==> src/hw/rtl/fstf_pkg.sv <==
package fstf_pkg;

    // Item kinds on the input channel
    localparam logic [1:0] KIND_FMT = 2'd0;
    localparam logic [1:0] KIND_NUM = 2'd1;
    localparam logic [1:0] KIND_STR = 2'd2;

    // Formatter phase codes
    localparam logic [1:0] PH_TEXT    = 2'd0;
    localparam logic [1:0] PH_PERCENT = 2'd1;
    localparam logic [1:0] PH_ARG     = 2'd2;
    localparam logic [1:0] PH_UNUSED  = 2'd3;

    // Pending specifier codes
    localparam logic [1:0] SP_UNSIGNED = 2'd0;
    localparam logic [1:0] SP_SIGNED   = 2'd1;
    localparam logic [1:0] SP_CHAR     = 2'd2;
    localparam logic [1:0] SP_STRING   = 2'd3;

    // Character constants
    localparam logic [7:0] CH_NUL     = 8'h00;
    localparam logic [7:0] CH_TAB     = 8'h09;
    localparam logic [7:0] CH_SPACE   = 8'h20;
    localparam logic [7:0] CH_PERCENT = 8'h25;
    localparam logic [7:0] CH_MINUS   = 8'h2D;
    localparam logic [7:0] CH_ZERO    = 8'h30;
    localparam logic [7:0] CH_LOW_C   = 8'h63;
    localparam logic [7:0] CH_LOW_D   = 8'h64;
    localparam logic [7:0] CH_LOW_S   = 8'h73;
    localparam logic [7:0] CH_LOW_U   = 8'h75;

    localparam int TAB_STOP = 4;

    typedef struct packed {
        logic [1:0]  kind;
        logic [7:0]  char_in;
        logic [31:0] arg_value;
        logic        arg_null;
    } in_item_t;

    typedef struct packed {
        logic [7:0] char_out;
        logic       is_last;
    } out_item_t;

    // Commands to the shared conversion unit
    typedef struct packed {
        logic load;   // take a new binary magnitude, clear the digits
        logic step;   // one shift-add-3 conversion step
        logic shift;  // drop the leading digit
    } bcd_ctrl_t;

endpackage

==> src/hw/rtl/fstf_bcd_unit.sv <==
module fstf_bcd_unit #(
    parameter int ARG_WIDTH  = 32,
    parameter int NUM_DIGITS = 10
) (
    input  logic                   aclk,
    input  fstf_pkg::bcd_ctrl_t    ctrl,
    input  logic [ARG_WIDTH-1:0]   load_value,
    output logic [3:0]             top_digit
);
    import fstf_pkg::*;

    localparam int BCD_WIDTH = 4 * NUM_DIGITS;

    logic [ARG_WIDTH-1:0] bin_reg, bin_next;
    logic [BCD_WIDTH-1:0] bcd_reg, bcd_next;
    logic [BCD_WIDTH-1:0] bcd_adj;

    // Add 3 to every digit of 5 or more ahead of the shift
    always_comb begin
        for (int i = 0; i < NUM_DIGITS; i++) begin
            if (bcd_reg[4*i +: 4] >= 4'd5) begin
                bcd_adj[4*i +: 4] = bcd_reg[4*i +: 4] + 4'd3;
            end else begin
                bcd_adj[4*i +: 4] = bcd_reg[4*i +: 4];
            end
        end
    end

    always_comb begin
        bin_next = bin_reg;
        bcd_next = bcd_reg;
        if (ctrl.load) begin
            bin_next = load_value;
            bcd_next = '0;
        end else if (ctrl.step) begin
            bin_next = {bin_reg[ARG_WIDTH-2:0], 1'b0};
            bcd_next = {bcd_adj[BCD_WIDTH-2:0], bin_reg[ARG_WIDTH-1]};
        end else if (ctrl.shift) begin
            bcd_next = {bcd_reg[BCD_WIDTH-5:0], 4'd0};
        end
    end

    always_ff @(posedge aclk) begin
        bin_reg <= bin_next;
        bcd_reg <= bcd_next;
    end

    assign top_digit = bcd_reg[BCD_WIDTH-1 -: 4];

endmodule

==> src/hw/rtl/fstf_out_reg.sv <==
module fstf_out_reg (
    input  logic                aclk,
    input  logic                aresetn,
    input  logic                load,
    input  fstf_pkg::out_item_t load_data,
    output logic                free,
    output logic                m_valid,
    input  logic                m_ready,
    output fstf_pkg::out_item_t m_data
);
    import fstf_pkg::*;

    logic      valid_reg, valid_next;
    out_item_t data_reg, data_next;

    // Room for a new character when empty or when the held one leaves now
    assign free = !valid_reg || m_ready;

    always_comb begin
        valid_next = valid_reg;
        data_next  = data_reg;
        if (load) begin
            valid_next = 1'b1;
            data_next  = load_data;
        end else if (m_ready) begin
            valid_next = 1'b0;
        end
    end

    always_ff @(posedge aclk) begin
        if (!aresetn) begin
            valid_reg <= 1'b0;
        end else begin
            valid_reg <= valid_next;
        end
    end

    always_ff @(posedge aclk) begin
        data_reg <= data_next;
    end

    assign m_valid = valid_reg;
    assign m_data  = data_reg;

endmodule

==> src/hw/rtl/format_string_text_formatter.sv <==
// printf-style text formatter.
// Input channel s_valid/s_ready/s_data carries format bytes, numeric or char
// arguments and string-argument bytes; output channel m_valid/m_ready/m_data
// carries one emitted character per transfer, is_last marking the terminator.
// A character produced by an input transfer is loaded into the output register
// at the end of that cycle and is offered on m_valid in the cycle after it.
// Text bytes, %c, string bytes and the terminator go at one item per cycle when
// the receiver keeps up. A tab emits 1 to 4 spaces, up to the next tab stop.
// A %d or %u argument is converted in the shared shift-add-3 unit, one step per
// argument bit, then one digit position of the BCD register (NUM_DIGITS, 10 at
// the default width) at a time, an optional '-' going out in the transfer cycle.
// s_ready is low while a tab, a conversion or a digit stream is under way,
// and also whenever the output register is full and m_ready is low.
// A receiver stall holds the output character; tab spaces and digits wait for
// room, while the conversion steps and leading-zero skips run on.
// Reset (aresetn low, synchronous) empties the output register and returns
// to normal text at column zero.
module format_string_text_formatter #(
    parameter int ARG_WIDTH = 32
) (
    input  logic                aclk,
    input  logic                aresetn,
    input  logic                s_valid,
    output logic                s_ready,
    input  fstf_pkg::in_item_t  s_data,
    output logic                m_valid,
    input  logic                m_ready,
    output fstf_pkg::out_item_t m_data
);
    import fstf_pkg::*;

    // Decimal digits needed for an ARG_WIDTH-bit magnitude (log10(2) ~ 0.302)
    localparam int NUM_DIGITS = (ARG_WIDTH * 302) / 1000 + 1;
    localparam int CCW        = $clog2(ARG_WIDTH);
    localparam int DCW        = $clog2(NUM_DIGITS + 1);

    // Sequencer states
    localparam logic [1:0] S_IDLE   = 2'd0;
    localparam logic [1:0] S_TAB    = 2'd1;
    localparam logic [1:0] S_CONV   = 2'd2;
    localparam logic [1:0] S_DIGITS = 2'd3;

    logic [1:0]     state_reg, state_next;
    logic [1:0]     phase_reg, phase_next;
    logic [1:0]     spec_reg, spec_next;
    logic [1:0]     column_reg, column_next;
    logic [1:0]     tab_cnt_reg, tab_cnt_next;
    logic [CCW-1:0] conv_cnt_reg, conv_cnt_next;
    logic [DCW-1:0] dig_cnt_reg, dig_cnt_next;
    logic           started_reg, started_next;

    logic           out_free;
    logic           out_load;
    out_item_t      out_item;
    logic           s_accept;

    bcd_ctrl_t            bcd_ctrl;
    logic [3:0]           top_digit;
    logic [63:0]          arg_ext;
    logic [ARG_WIDTH-1:0] mag_in;
    logic [ARG_WIDTH-1:0] mag_neg;
    logic                 is_neg;
    logic [ARG_WIDTH-1:0] load_value;

    assign s_ready  = (state_reg == S_IDLE) && out_free;
    assign s_accept = s_valid && s_ready;

    // Argument magnitude at ARG_WIDTH bits: the word is 32 bits wide,
    // zero-extend above and truncate below as the width asks
    assign arg_ext    = {32'd0, s_data.arg_value};
    assign mag_in     = arg_ext[ARG_WIDTH-1:0];
    assign mag_neg    = ~mag_in + {{(ARG_WIDTH-1){1'b0}}, 1'b1};
    assign is_neg     = (spec_reg == SP_SIGNED) && mag_in[ARG_WIDTH-1];
    assign load_value = is_neg ? mag_neg : mag_in;

    always_comb begin
        state_next    = state_reg;
        phase_next    = phase_reg;
        spec_next     = spec_reg;
        column_next   = column_reg;
        tab_cnt_next  = tab_cnt_reg;
        conv_cnt_next = conv_cnt_reg;
        dig_cnt_next  = dig_cnt_reg;
        started_next  = started_reg;
        out_load      = 1'b0;
        out_item      = '{char_out: CH_NUL, is_last: 1'b0};
        bcd_ctrl      = '{load: 1'b0, step: 1'b0, shift: 1'b0};

        case (state_reg)
            S_IDLE: begin
                if (s_accept) begin
                    if (phase_reg == PH_ARG && spec_reg == SP_STRING) begin
                        // String argument: pass bytes until zero; a null emits a space and ends it
                        if (s_data.kind == KIND_STR) begin
                            if (s_data.arg_null) begin
                                out_load   = 1'b1;
                                out_item   = '{char_out: CH_SPACE, is_last: 1'b0};
                                phase_next = PH_TEXT;
                            end else if (s_data.char_in == CH_NUL) begin
                                phase_next = PH_TEXT;
                            end else begin
                                out_load = 1'b1;
                                out_item = '{char_out: s_data.char_in, is_last: 1'b0};
                            end
                        end
                    end else if (phase_reg == PH_ARG) begin
                        if (s_data.kind == KIND_NUM) begin
                            phase_next = PH_TEXT;
                            spec_next  = SP_UNSIGNED;
                            if (spec_reg == SP_CHAR) begin
                                out_load = 1'b1;
                                out_item = '{char_out: s_data.arg_value[7:0],
                                             is_last: 1'b0};
                            end else begin
                                // Emit the sign now, convert the magnitude
                                out_load      = is_neg;
                                out_item      = '{char_out: CH_MINUS, is_last: 1'b0};
                                bcd_ctrl.load = 1'b1;
                                conv_cnt_next = '0;
                                state_next    = S_CONV;
                            end
                        end
                    end else if (s_data.kind == KIND_FMT) begin
                        if (s_data.char_in == CH_NUL) begin
                            // Terminator: emit it and restart at column zero
                            out_load   = 1'b1;
                            out_item   = '{char_out: CH_NUL, is_last: 1'b1};
                            phase_next = PH_TEXT;
                            spec_next  = SP_UNSIGNED;
                        end else if (phase_reg == PH_PERCENT) begin
                            phase_next = PH_ARG;
                            case (s_data.char_in)
                                CH_LOW_D: spec_next = SP_SIGNED;
                                CH_LOW_U: spec_next = SP_UNSIGNED;
                                CH_LOW_C: spec_next = SP_CHAR;
                                CH_LOW_S: spec_next = SP_STRING;
                                default: begin
                                    // Unknown specifier: drop it
                                    phase_next = PH_TEXT;
                                    spec_next  = SP_UNSIGNED;
                                end
                            endcase
                        end else if (s_data.char_in == CH_PERCENT) begin
                            phase_next = PH_PERCENT;
                        end else if (s_data.char_in == CH_TAB) begin
                            // First space now, the rest up to the tab stop after
                            out_load     = 1'b1;
                            out_item     = '{char_out: CH_SPACE, is_last: 1'b0};
                            tab_cnt_next = ~column_reg;
                            if (column_reg != 2'(TAB_STOP - 1)) begin
                                state_next = S_TAB;
                            end
                        end else begin
                            out_load = 1'b1;
                            out_item = '{char_out: s_data.char_in, is_last: 1'b0};
                        end
                    end
                end
            end
            S_TAB: begin
                if (out_free) begin
                    out_load     = 1'b1;
                    out_item     = '{char_out: CH_SPACE, is_last: 1'b0};
                    tab_cnt_next = tab_cnt_reg - 2'd1;
                    if (tab_cnt_reg == 2'd1) begin
                        state_next = S_IDLE;
                    end
                end
            end
            S_CONV: begin
                bcd_ctrl.step = 1'b1;
                conv_cnt_next = conv_cnt_reg + 1'b1;
                if (conv_cnt_reg == CCW'(ARG_WIDTH - 1)) begin
                    dig_cnt_next = DCW'(NUM_DIGITS);
                    started_next = 1'b0;
                    state_next   = S_DIGITS;
                end
            end
            S_DIGITS: begin
                if (!started_reg && top_digit == 4'd0 && dig_cnt_reg != DCW'(1)) begin
                    // Skip a leading zero
                    bcd_ctrl.shift = 1'b1;
                    dig_cnt_next   = dig_cnt_reg - 1'b1;
                end else if (out_free) begin
                    out_load       = 1'b1;
                    out_item       = '{char_out: CH_ZERO + {4'd0, top_digit},
                                       is_last: 1'b0};
                    bcd_ctrl.shift = 1'b1;
                    dig_cnt_next   = dig_cnt_reg - 1'b1;
                    started_next   = 1'b1;
                    if (dig_cnt_reg == DCW'(1)) begin
                        state_next = S_IDLE;
                    end
                end
            end
            default: begin
                state_next = S_IDLE;
            end
        endcase

        // Column counts every emitted character; the terminator clears it
        if (out_load) begin
            column_next = out_item.is_last ? 2'd0 : column_reg + 2'd1;
        end
    end

    always_ff @(posedge aclk) begin
        if (!aresetn) begin
            state_reg    <= S_IDLE;
            phase_reg    <= PH_TEXT;
            spec_reg     <= SP_UNSIGNED;
            column_reg   <= 2'd0;
            tab_cnt_reg  <= 2'd0;
            conv_cnt_reg <= '0;
            dig_cnt_reg  <= '0;
            started_reg  <= 1'b0;
        end else begin
            state_reg    <= state_next;
            phase_reg    <= phase_next;
            spec_reg     <= spec_next;
            column_reg   <= column_next;
            tab_cnt_reg  <= tab_cnt_next;
            conv_cnt_reg <= conv_cnt_next;
            dig_cnt_reg  <= dig_cnt_next;
            started_reg  <= started_next;
        end
    end

    fstf_bcd_unit #(
        .ARG_WIDTH  (ARG_WIDTH),
        .NUM_DIGITS (NUM_DIGITS)
    ) u_bcd (
        .aclk       (aclk),
        .ctrl       (bcd_ctrl),
        .load_value (load_value),
        .top_digit  (top_digit)
    );

    fstf_out_reg u_out (
        .aclk      (aclk),
        .aresetn   (aresetn),
        .load      (out_load),
        .load_data (out_item),
        .free      (out_free),
        .m_valid   (m_valid),
        .m_ready   (m_ready),
        .m_data    (m_data)
    );

`ifndef SYNTHESIS
    // No character may be produced while the conversion unit is stepping
    a_conv_silent: assert property (@(posedge aclk) disable iff (!aresetn)
        (state_reg == S_CONV) |-> !out_load)
        else $error("character produced during conversion");

    // An accepted terminator returns the formatter to text at column zero
    a_term_reset: assert property (@(posedge aclk) disable iff (!aresetn)
        (s_accept && s_data.kind == KIND_FMT && s_data.char_in == CH_NUL
         && phase_reg != PH_ARG)
        |=> (phase_reg == PH_TEXT && column_reg == 2'd0))
        else $error("terminator did not reset formatter state");

    // The digit stream always has a digit position left
    a_digits_left: assert property (@(posedge aclk) disable iff (!aresetn)
        (state_reg == S_DIGITS) |-> (dig_cnt_reg != '0))
        else $error("digit stream ran past its last position");

    // The unused phase code is never reached
    a_phase_valid: assert property (@(posedge aclk) disable iff (!aresetn)
        phase_reg != PH_UNUSED)
        else $error("unused phase reached");
`endif

endmodule

==> config.mk <==
export PLATFORM = sky130hd
export DESIGN_NAME = format_string_text_formatter
export DESIGN_NICKNAME = d
export VERILOG_FILES = /design/src/hw/rtl/fstf_pkg.sv /design/src/hw/rtl/fstf_bcd_unit.sv /design/src/hw/rtl/fstf_out_reg.sv /design/src/hw/rtl/format_string_text_formatter.sv
export SDC_FILE = /design/constraint.sdc
export NUM_CORES = 1
export LEC_CHECK = 0
export BUFFER_PORTS_ARGS = -buffer_cell sky130_fd_sc_hd__buf_4
export CAP_MARGIN = 30
export CORE_ASPECT_RATIO = 0.7
export CORE_UTILIZATION = 54
export CTS_CLUSTER_SIZE = 8
export DETAILED_ROUTE_END_ITERATION = 8
export GPL_TIMING_DRIVEN = 0
export HOLD_SLACK_MARGIN = 0.02
export PLACE_DENSITY = 0.78
export SETUP_SLACK_MARGIN = 0.02
export SYNTH_ARGS = -nofsm -noshare
export SYNTH_HDL_FRONTEND = slang
export SYNTH_SLANG_ARGS = --single-unit
==> constraint.sdc <==
create_clock -name aclk -period 4.77 [get_ports aclk]
set_clock_uncertainty 0.05 [all_clocks]
set_input_delay 0.2385 -clock aclk [delete_from_list [all_inputs] [get_ports aclk]]
set_output_delay 0.2385 -clock aclk [all_outputs]
set_load 0.05 [all_outputs]
==> results of run 1 <==
-- power breakdown --
group	leakage (nW)	internal, W	switching (W)
registers	0.852	0.000904	0.00000231
clock network	0.169	0.000489	0.000335
logic	2.12	0.0000533	0.0000774
-- metal layers --
layer	part of all wire [%]	wire length, um	vias to the layer above	track usage, %
met5	0	0	-	0
met2	45	8500	335	47.7
li1	-	-	3103	-
met3	9.5	1810	24	6.32
met4	1.2	231	0	10.4
met1	45	8560	3093	42.2
-- final timing paths --
kind                             startpoint                            to  slack [ps]  depth (start not counted)
hold / removal                      aresetn   tab_cnt_reg[1]$_SDFFE_PN0P_         140                          2
setup / recovery  state_reg[0]$_SDFFE_PN0P_  conv_cnt_reg[0]$_SDFFE_PN0P_        1660                          7
setup reg to reg  state_reg[0]$_SDFFE_PN0P_  conv_cnt_reg[0]$_SDFFE_PN0P_        1660                          7
hold reg to reg    started_reg$_SDFFE_PN0P_      started_reg$_SDFFE_PN0P_         430                          2
-- layout make-up --
class / count / share of cell area (%)
multi-input cells: 606 / 50.9
flip-flops and latches: 102 / 31.5
repair buffers: 55 / 5.56
clock buffers: 13 / 3.78
plain buffers: 50 / 2.89
well taps: 157 / 2.52
inverters: 47 / 2.27
clock inverters: 3 / 0.562
-- logic make-up after synthesis --
family,Yosys count
adders and majority gates,31
xor gates and xnor gates,38
DFF,102
AOI/OAI and AO/OA,237
buffers and inverters,97
muxes,21
and+or+nand+nor,279
-- synthesized netlist by cell type (all sizes together), types with 8 or more instances --
cell type	n
nand2	72
nor2	72
dfxtp	61
o21ai	55
inv	47
clkbuf	41
edfxtp	41
a211oi	40
a21oi	35
a31oi	33
ha	31
nand3	28
xnor2	27
nor3	23
mux2i	19
nand2b	16
nor4	11
xor2	11
or4	10
o21a	9
buf	8
-- worst max-delay path, cell delays in order (launching register included) --
cell	delay, ps
dfxtp_1	360
clkbuf_1	290
nand2b_1	190
clkbuf_1	510
clkbuf_1	560
nand2_1	530
mux2_2	440
nor2_1	100
-- metrics by stage --
stage	instance area, um2	setup WS [ps]	cells	hold WS, ps
final	7790	1660	1033	140
after global routing	7790	1480	1033	133
after CTS	7790	1750	1033	134
after detailed placement	7450	1750	1017	414
after global placement	7420	1080	1016	409
after floorplan	6820	2200	805	391
==> flow_metrics.py, run 1 <==
metrics = {
    "clock_tree": {
        "ctsHoldBuffers": 0,
        "cts_buffers": 9,
        "postCtsSetupBuffers": 0,
        "cts_root_buffer": "clkbuf_16",
        "htree_num_levels": 3,
        "clk_path_buf_depth": 2,
        "cts.repair.resized": 0,
        "clk_pin_slew_ps": 70,
        "insertion_delay_ps": 350,
        "cts.sinks": 102,
        "cts_tree": "done",
    },
    "sta": {
        "maxSlewViolCount": 0,
        "tightest_slew_ps": 734,
        "fmax_mhz": 321,
        "grt_setup_unrepaired": "no",
        "timing.slew.headroom_pct": 50.6,
        "final.setup.tns_ps": 0,
        "setup_violations": 0,
        "min_period_ps": 3110,
        "finalHoldViolCount": 0,
        "fin_crit_sh_pct": 65.3,
    },
    "job": {
        "max-cap-violations": 0,
    },
    "cells_and_area": {
        "diodes": 0,
        "n_fill_cell": 997,
        "largest_reg_flops": 40,
        "nets": 949,
        "drive_gt1_share_pct": 11.3,
        "utilization_pct": 64.8,
        "final_cell_mix": "nor2_1, nand2_1, dfxtp_1, buf_4, o21ai_0",
        "regArea_um2": 2450,
        "multiInputGateArea_um2": 3970,
        "area.growth.synth_to_final_pct": 14.2,
    },
    "global_route": {
        "grt_pass1_vias": 6184,
        "grt_overflow_total": 0,
        "antenna_found_initial": 0,
        "grt_util_all_layers_pct": 30.6,
        "grt_start_max_net_pins": 23,
        "grt_pass1_wl_mm": 31.2,
    },
    "synthesis": {
        "synth_warnings": 0,
        "synth-xor-area-share_pct": 4.88,
        "avgSynthCellArea_um2": 8.47,
        "synth_async_sr_flop_share_pct": 0,
        "syn-num-nets": 883,
        "ys_ff_latch": 102,
        "synthAdderAreaFrac_pct": 5.69,
        "netlist_instances": 805,
        "synth_top_area_share_pct": 18.1,
        "synth.mux.area_fraction_pct": 3.12,
        "yosysUniqueCellTypes": 79,
        "synth_area_um2": 6820,
        "yosysTopAreaCell": "edfxtp_1",
        "synth-compound-area-share_pct": 23.5,
        "synth_ff_type": "dfxtp_1",
        "synthTopCellsByArea": "edfxtp_1, dfxtp_1, ha_1, a211oi_1, nand2_1",
        "synth_simple_gate_area_share_pct": 20.9,
        "synth_top_family_by_area": "compound AO/OA/AOI/OAI gates",
        "synth_edf_count": 41,
        "ys_seq_area_share_pct": 36.0,
    },
    "die": {
        "start_util_pct": 56.8,
        "die-area_um2": 13100,
        "rows": 33,
        "ios": 58,
        "die_w_um": 136,
        "die_y_um": 96.0,
        "core-area_um2": 12000,
    },
    "routing": {
        "routed_wl_mm": 19.1,
        "via_per_inst": 6.35,
        "route.vias.total": 6555,
        "drtAntennaViolNets": 0,
        "drc": 0,
        "dr.pass1.iters": 5,
        "drt-wirelength-per-cell_um": 18.5,
        "drt_iter0_markers": 565,
    },
    "power_and_ir_drop": {
        "total_power_w": 0.00186,
        "peakVddDrop_mv": 0.210,
        "p_per_area_nw_per_um2": 239,
        "p_leak_nw": 3.14,
    },
    "worst_setup_path": {
        "arrival_ps": 3340,
        "required_ps": 5000,
        "worstPathMaxFanout": 12,
        "cp-end-kind": "register",
        "criticalPathCategory": "reg2reg",
        "worstSetupStartpointType": "register",
    },
    "placement": {
        "gp_congestion": 0.962,
        "io_buffers": 54,
        "dp_hpwl_mm": 14.1,
    },
    "min_path": {
        "min_path_type": "in2reg",
    },
    "run_status": {
        "status": "finished, final reports clean",
    },
}
(Power assumes the default switching activity.)
==> run 2: changes to the inputs <==
- clock period: 4.77 -> 3.2 ns (I/O delays scaled with it)
==> flow_metrics.py, run 2 (synthesis results as in run 1) <==
metrics = {
    "run_status": {
        "status": "finished, final reports clean",
    },
    "sta": {
        "final.setup.tns_ps": 0,
        "finalHoldViolCount": 0,
        "setup_violations": 0,
        "maxSlewViolCount": 0,
        "min_period_ps": 2890,
        "fmax_mhz": 346,
        "timing.slew.headroom_pct": 49.5,
        "tightest_slew_ps": 750,
        "grt_setup_unrepaired": "no",
        "fin_crit_sh_pct": 90.3,
    },
    "routing": {
        "route.vias.total": 6623,
        "dr.pass1.iters": 5,
        "drc": 0,
        "drt-wirelength-per-cell_um": 18.5,
        "routed_wl_mm": 19.1,
        "via_per_inst": 6.41,
        "drtAntennaViolNets": 0,
        "drt_iter0_markers": 617,
    },
    "power_and_ir_drop": {
        "p_comb_share_pct": 7.0,
        "p_int_w": 0.00216,
        "p_leak_nw": 3.14,
        "pwr-share-seq_pct": 48.6,
        "p_per_area_nw_per_um2": 357,
        "total_power_w": 0.00278,
        "netSwitchingFraction_pct": 22.4,
        "p_switching_w": 0.000623,
        "p_clk_share_pct": 44.3,
        "peakVddDrop_mv": 0.314,
    },
    "cells_and_area": {
        "nets": 949,
        "layout_commonest_cell": "nor2_1",
        "utilization_pct": 64.8,
        "final_cell_mix": "nor2_1, nand2_1, dfxtp_1, buf_4, o21ai_0",
        "diodes": 0,
        "area.growth.synth_to_final_pct": 14.2,
        "drive_gt1_share_pct": 11.5,
        "final_cell_area_um2": 7790,
        "largest_reg_flops": 40,
    },
    "clock_tree": {
        "clk_path_buf_depth": 2,
        "cts_tree": "done",
        "cts_root_buffer": "clkbuf_16",
        "ctsHoldBuffers": 0,
        "cts_buffers": 9,
        "clk_pin_slew_ps": 70,
        "htree_num_levels": 3,
        "insertion_delay_ps": 350,
        "cts.repair.resized": 0,
        "postCtsSetupBuffers": 0,
        "cts.sinks": 102,
    },
    "worst_setup_path": {
        "crit_path_cell_trace": "clkbuf_1 -> nand2b_1 -> clkbuf_1 -> clkbuf_1 -> nand2_2 -> mux2_2 -> nor2_1",
        "worstSetupStartpointType": "register",
        "worstPathMaxFanout": 12,
        "arrival_ps": 3120,
        "max_stage_delay_ps": 580,
        "required_ps": 3430,
        "cp-end-kind": "register",
        "critical_path.slowest_cell": "clkbuf_1",
        "criticalPathCategory": "reg2reg",
        "critPathMostFrequentCell": "clkbuf_1",
    },
    "placement": {
        "dp_hpwl_mm": 14.1,
        "postPlaceCellArea_um2": 7450,
        "gp_congestion": 0.962,
        "io_buffers": 54,
    },
    "die": {
        "die-area_um2": 13100,
        "die_y_um": 96.0,
        "die_w_um": 136,
        "rows": 33,
        "core-area_um2": 12000,
        "ios": 58,
        "start_util_pct": 56.8,
    },
    "min_path": {
        "min_path_type": "in2reg",
    },
    "global_route": {
        "grt_overflow_total": 0,
        "grt_util_all_layers_pct": 30.6,
        "grt_start_max_net_pins": 23,
        "antenna_found_initial": 0,
        "grt_pass1_wl_mm": 31.2,
        "grt_pass1_vias": 6184,
    },
    "job": {
        "max-cap-violations": 0,
    },
}
==> run 2: final cells by class <==
class / instances / area, um2
Sequential cell: 102 / 2450
Multi-Input combinational cell: 606 / 3970
Clock inverter: 3 / 43.8
Fill cell: 997 / 4230
Inverter: 47 / 176
Tap cell: 157 / 196
Clock buffer: 13 / 294
Timing Repair Buffer: 55 / 433
Buffer: 50 / 226
==> run 2: worst max-delay path, delay by kind of cell, from the launching register on <==
kind          cells  cell delay [ps]
buf+inv           3             1390
mux               1              370
simple gates      3              660
flops             1              350
==> run 2: power by group through the flow <==
stage / clock network, W / logic [W] / registers [W]
6_report: 0.00123 / 0.000195 / 0.00135
5_1_grt: 0.00129 / 0.000208 / 0.00135
4_1_cts: 0.00124 / 0.000192 / 0.00135
3_5_place_dp: 0 / 0.000190 / 0.00138
3_3_place_gp: 0 / 0.000188 / 0.00138
2_1_floorplan: 0 / 0.0000725 / 0.00140
==> run 2: final timing paths <==
check / start / endpoint / slack (ps) / depth (start not counted)
setup / recovery: state_reg[0]$_SDFFE_PN0P_ / conv_cnt_reg[0]$_SDFFE_PN0P_ / 310 / 7
hold / removal: aresetn / tab_cnt_reg[1]$_SDFFE_PN0P_ / 60 / 2
setup reg to reg: state_reg[0]$_SDFFE_PN0P_ / conv_cnt_reg[0]$_SDFFE_PN0P_ / 310 / 7
hold reg to reg: started_reg$_SDFFE_PN0P_ / started_reg$_SDFFE_PN0P_ / 430 / 2
==> run 2: through the flow <==
step	instances	setup slack (ps)	hold WS, ps
after detailed placement	1017	184	414
final	1033	312	61.0
after floorplan	805	631	327
after CTS	1033	176	55.1
after global placement	1016	-485	409
after global routing	1033	57.0	54.3
==> run 2: metal layers <==
| layer | track usage, % | share of wire (%) | vias up | wire (um) |
|---|---|---|---|---|
| met5 | 0 | 0 | - | 0 |
| met4 | 10.4 | 1.4 | 0 | 275 |
| met3 | 6.32 | 9.5 | 35 | 1830 |
| met2 | 47.7 | 44 | 361 | 8470 |
| met1 | 42.2 | 45 | 3110 | 8550 |
| li1 | - | - | 3117 | - |
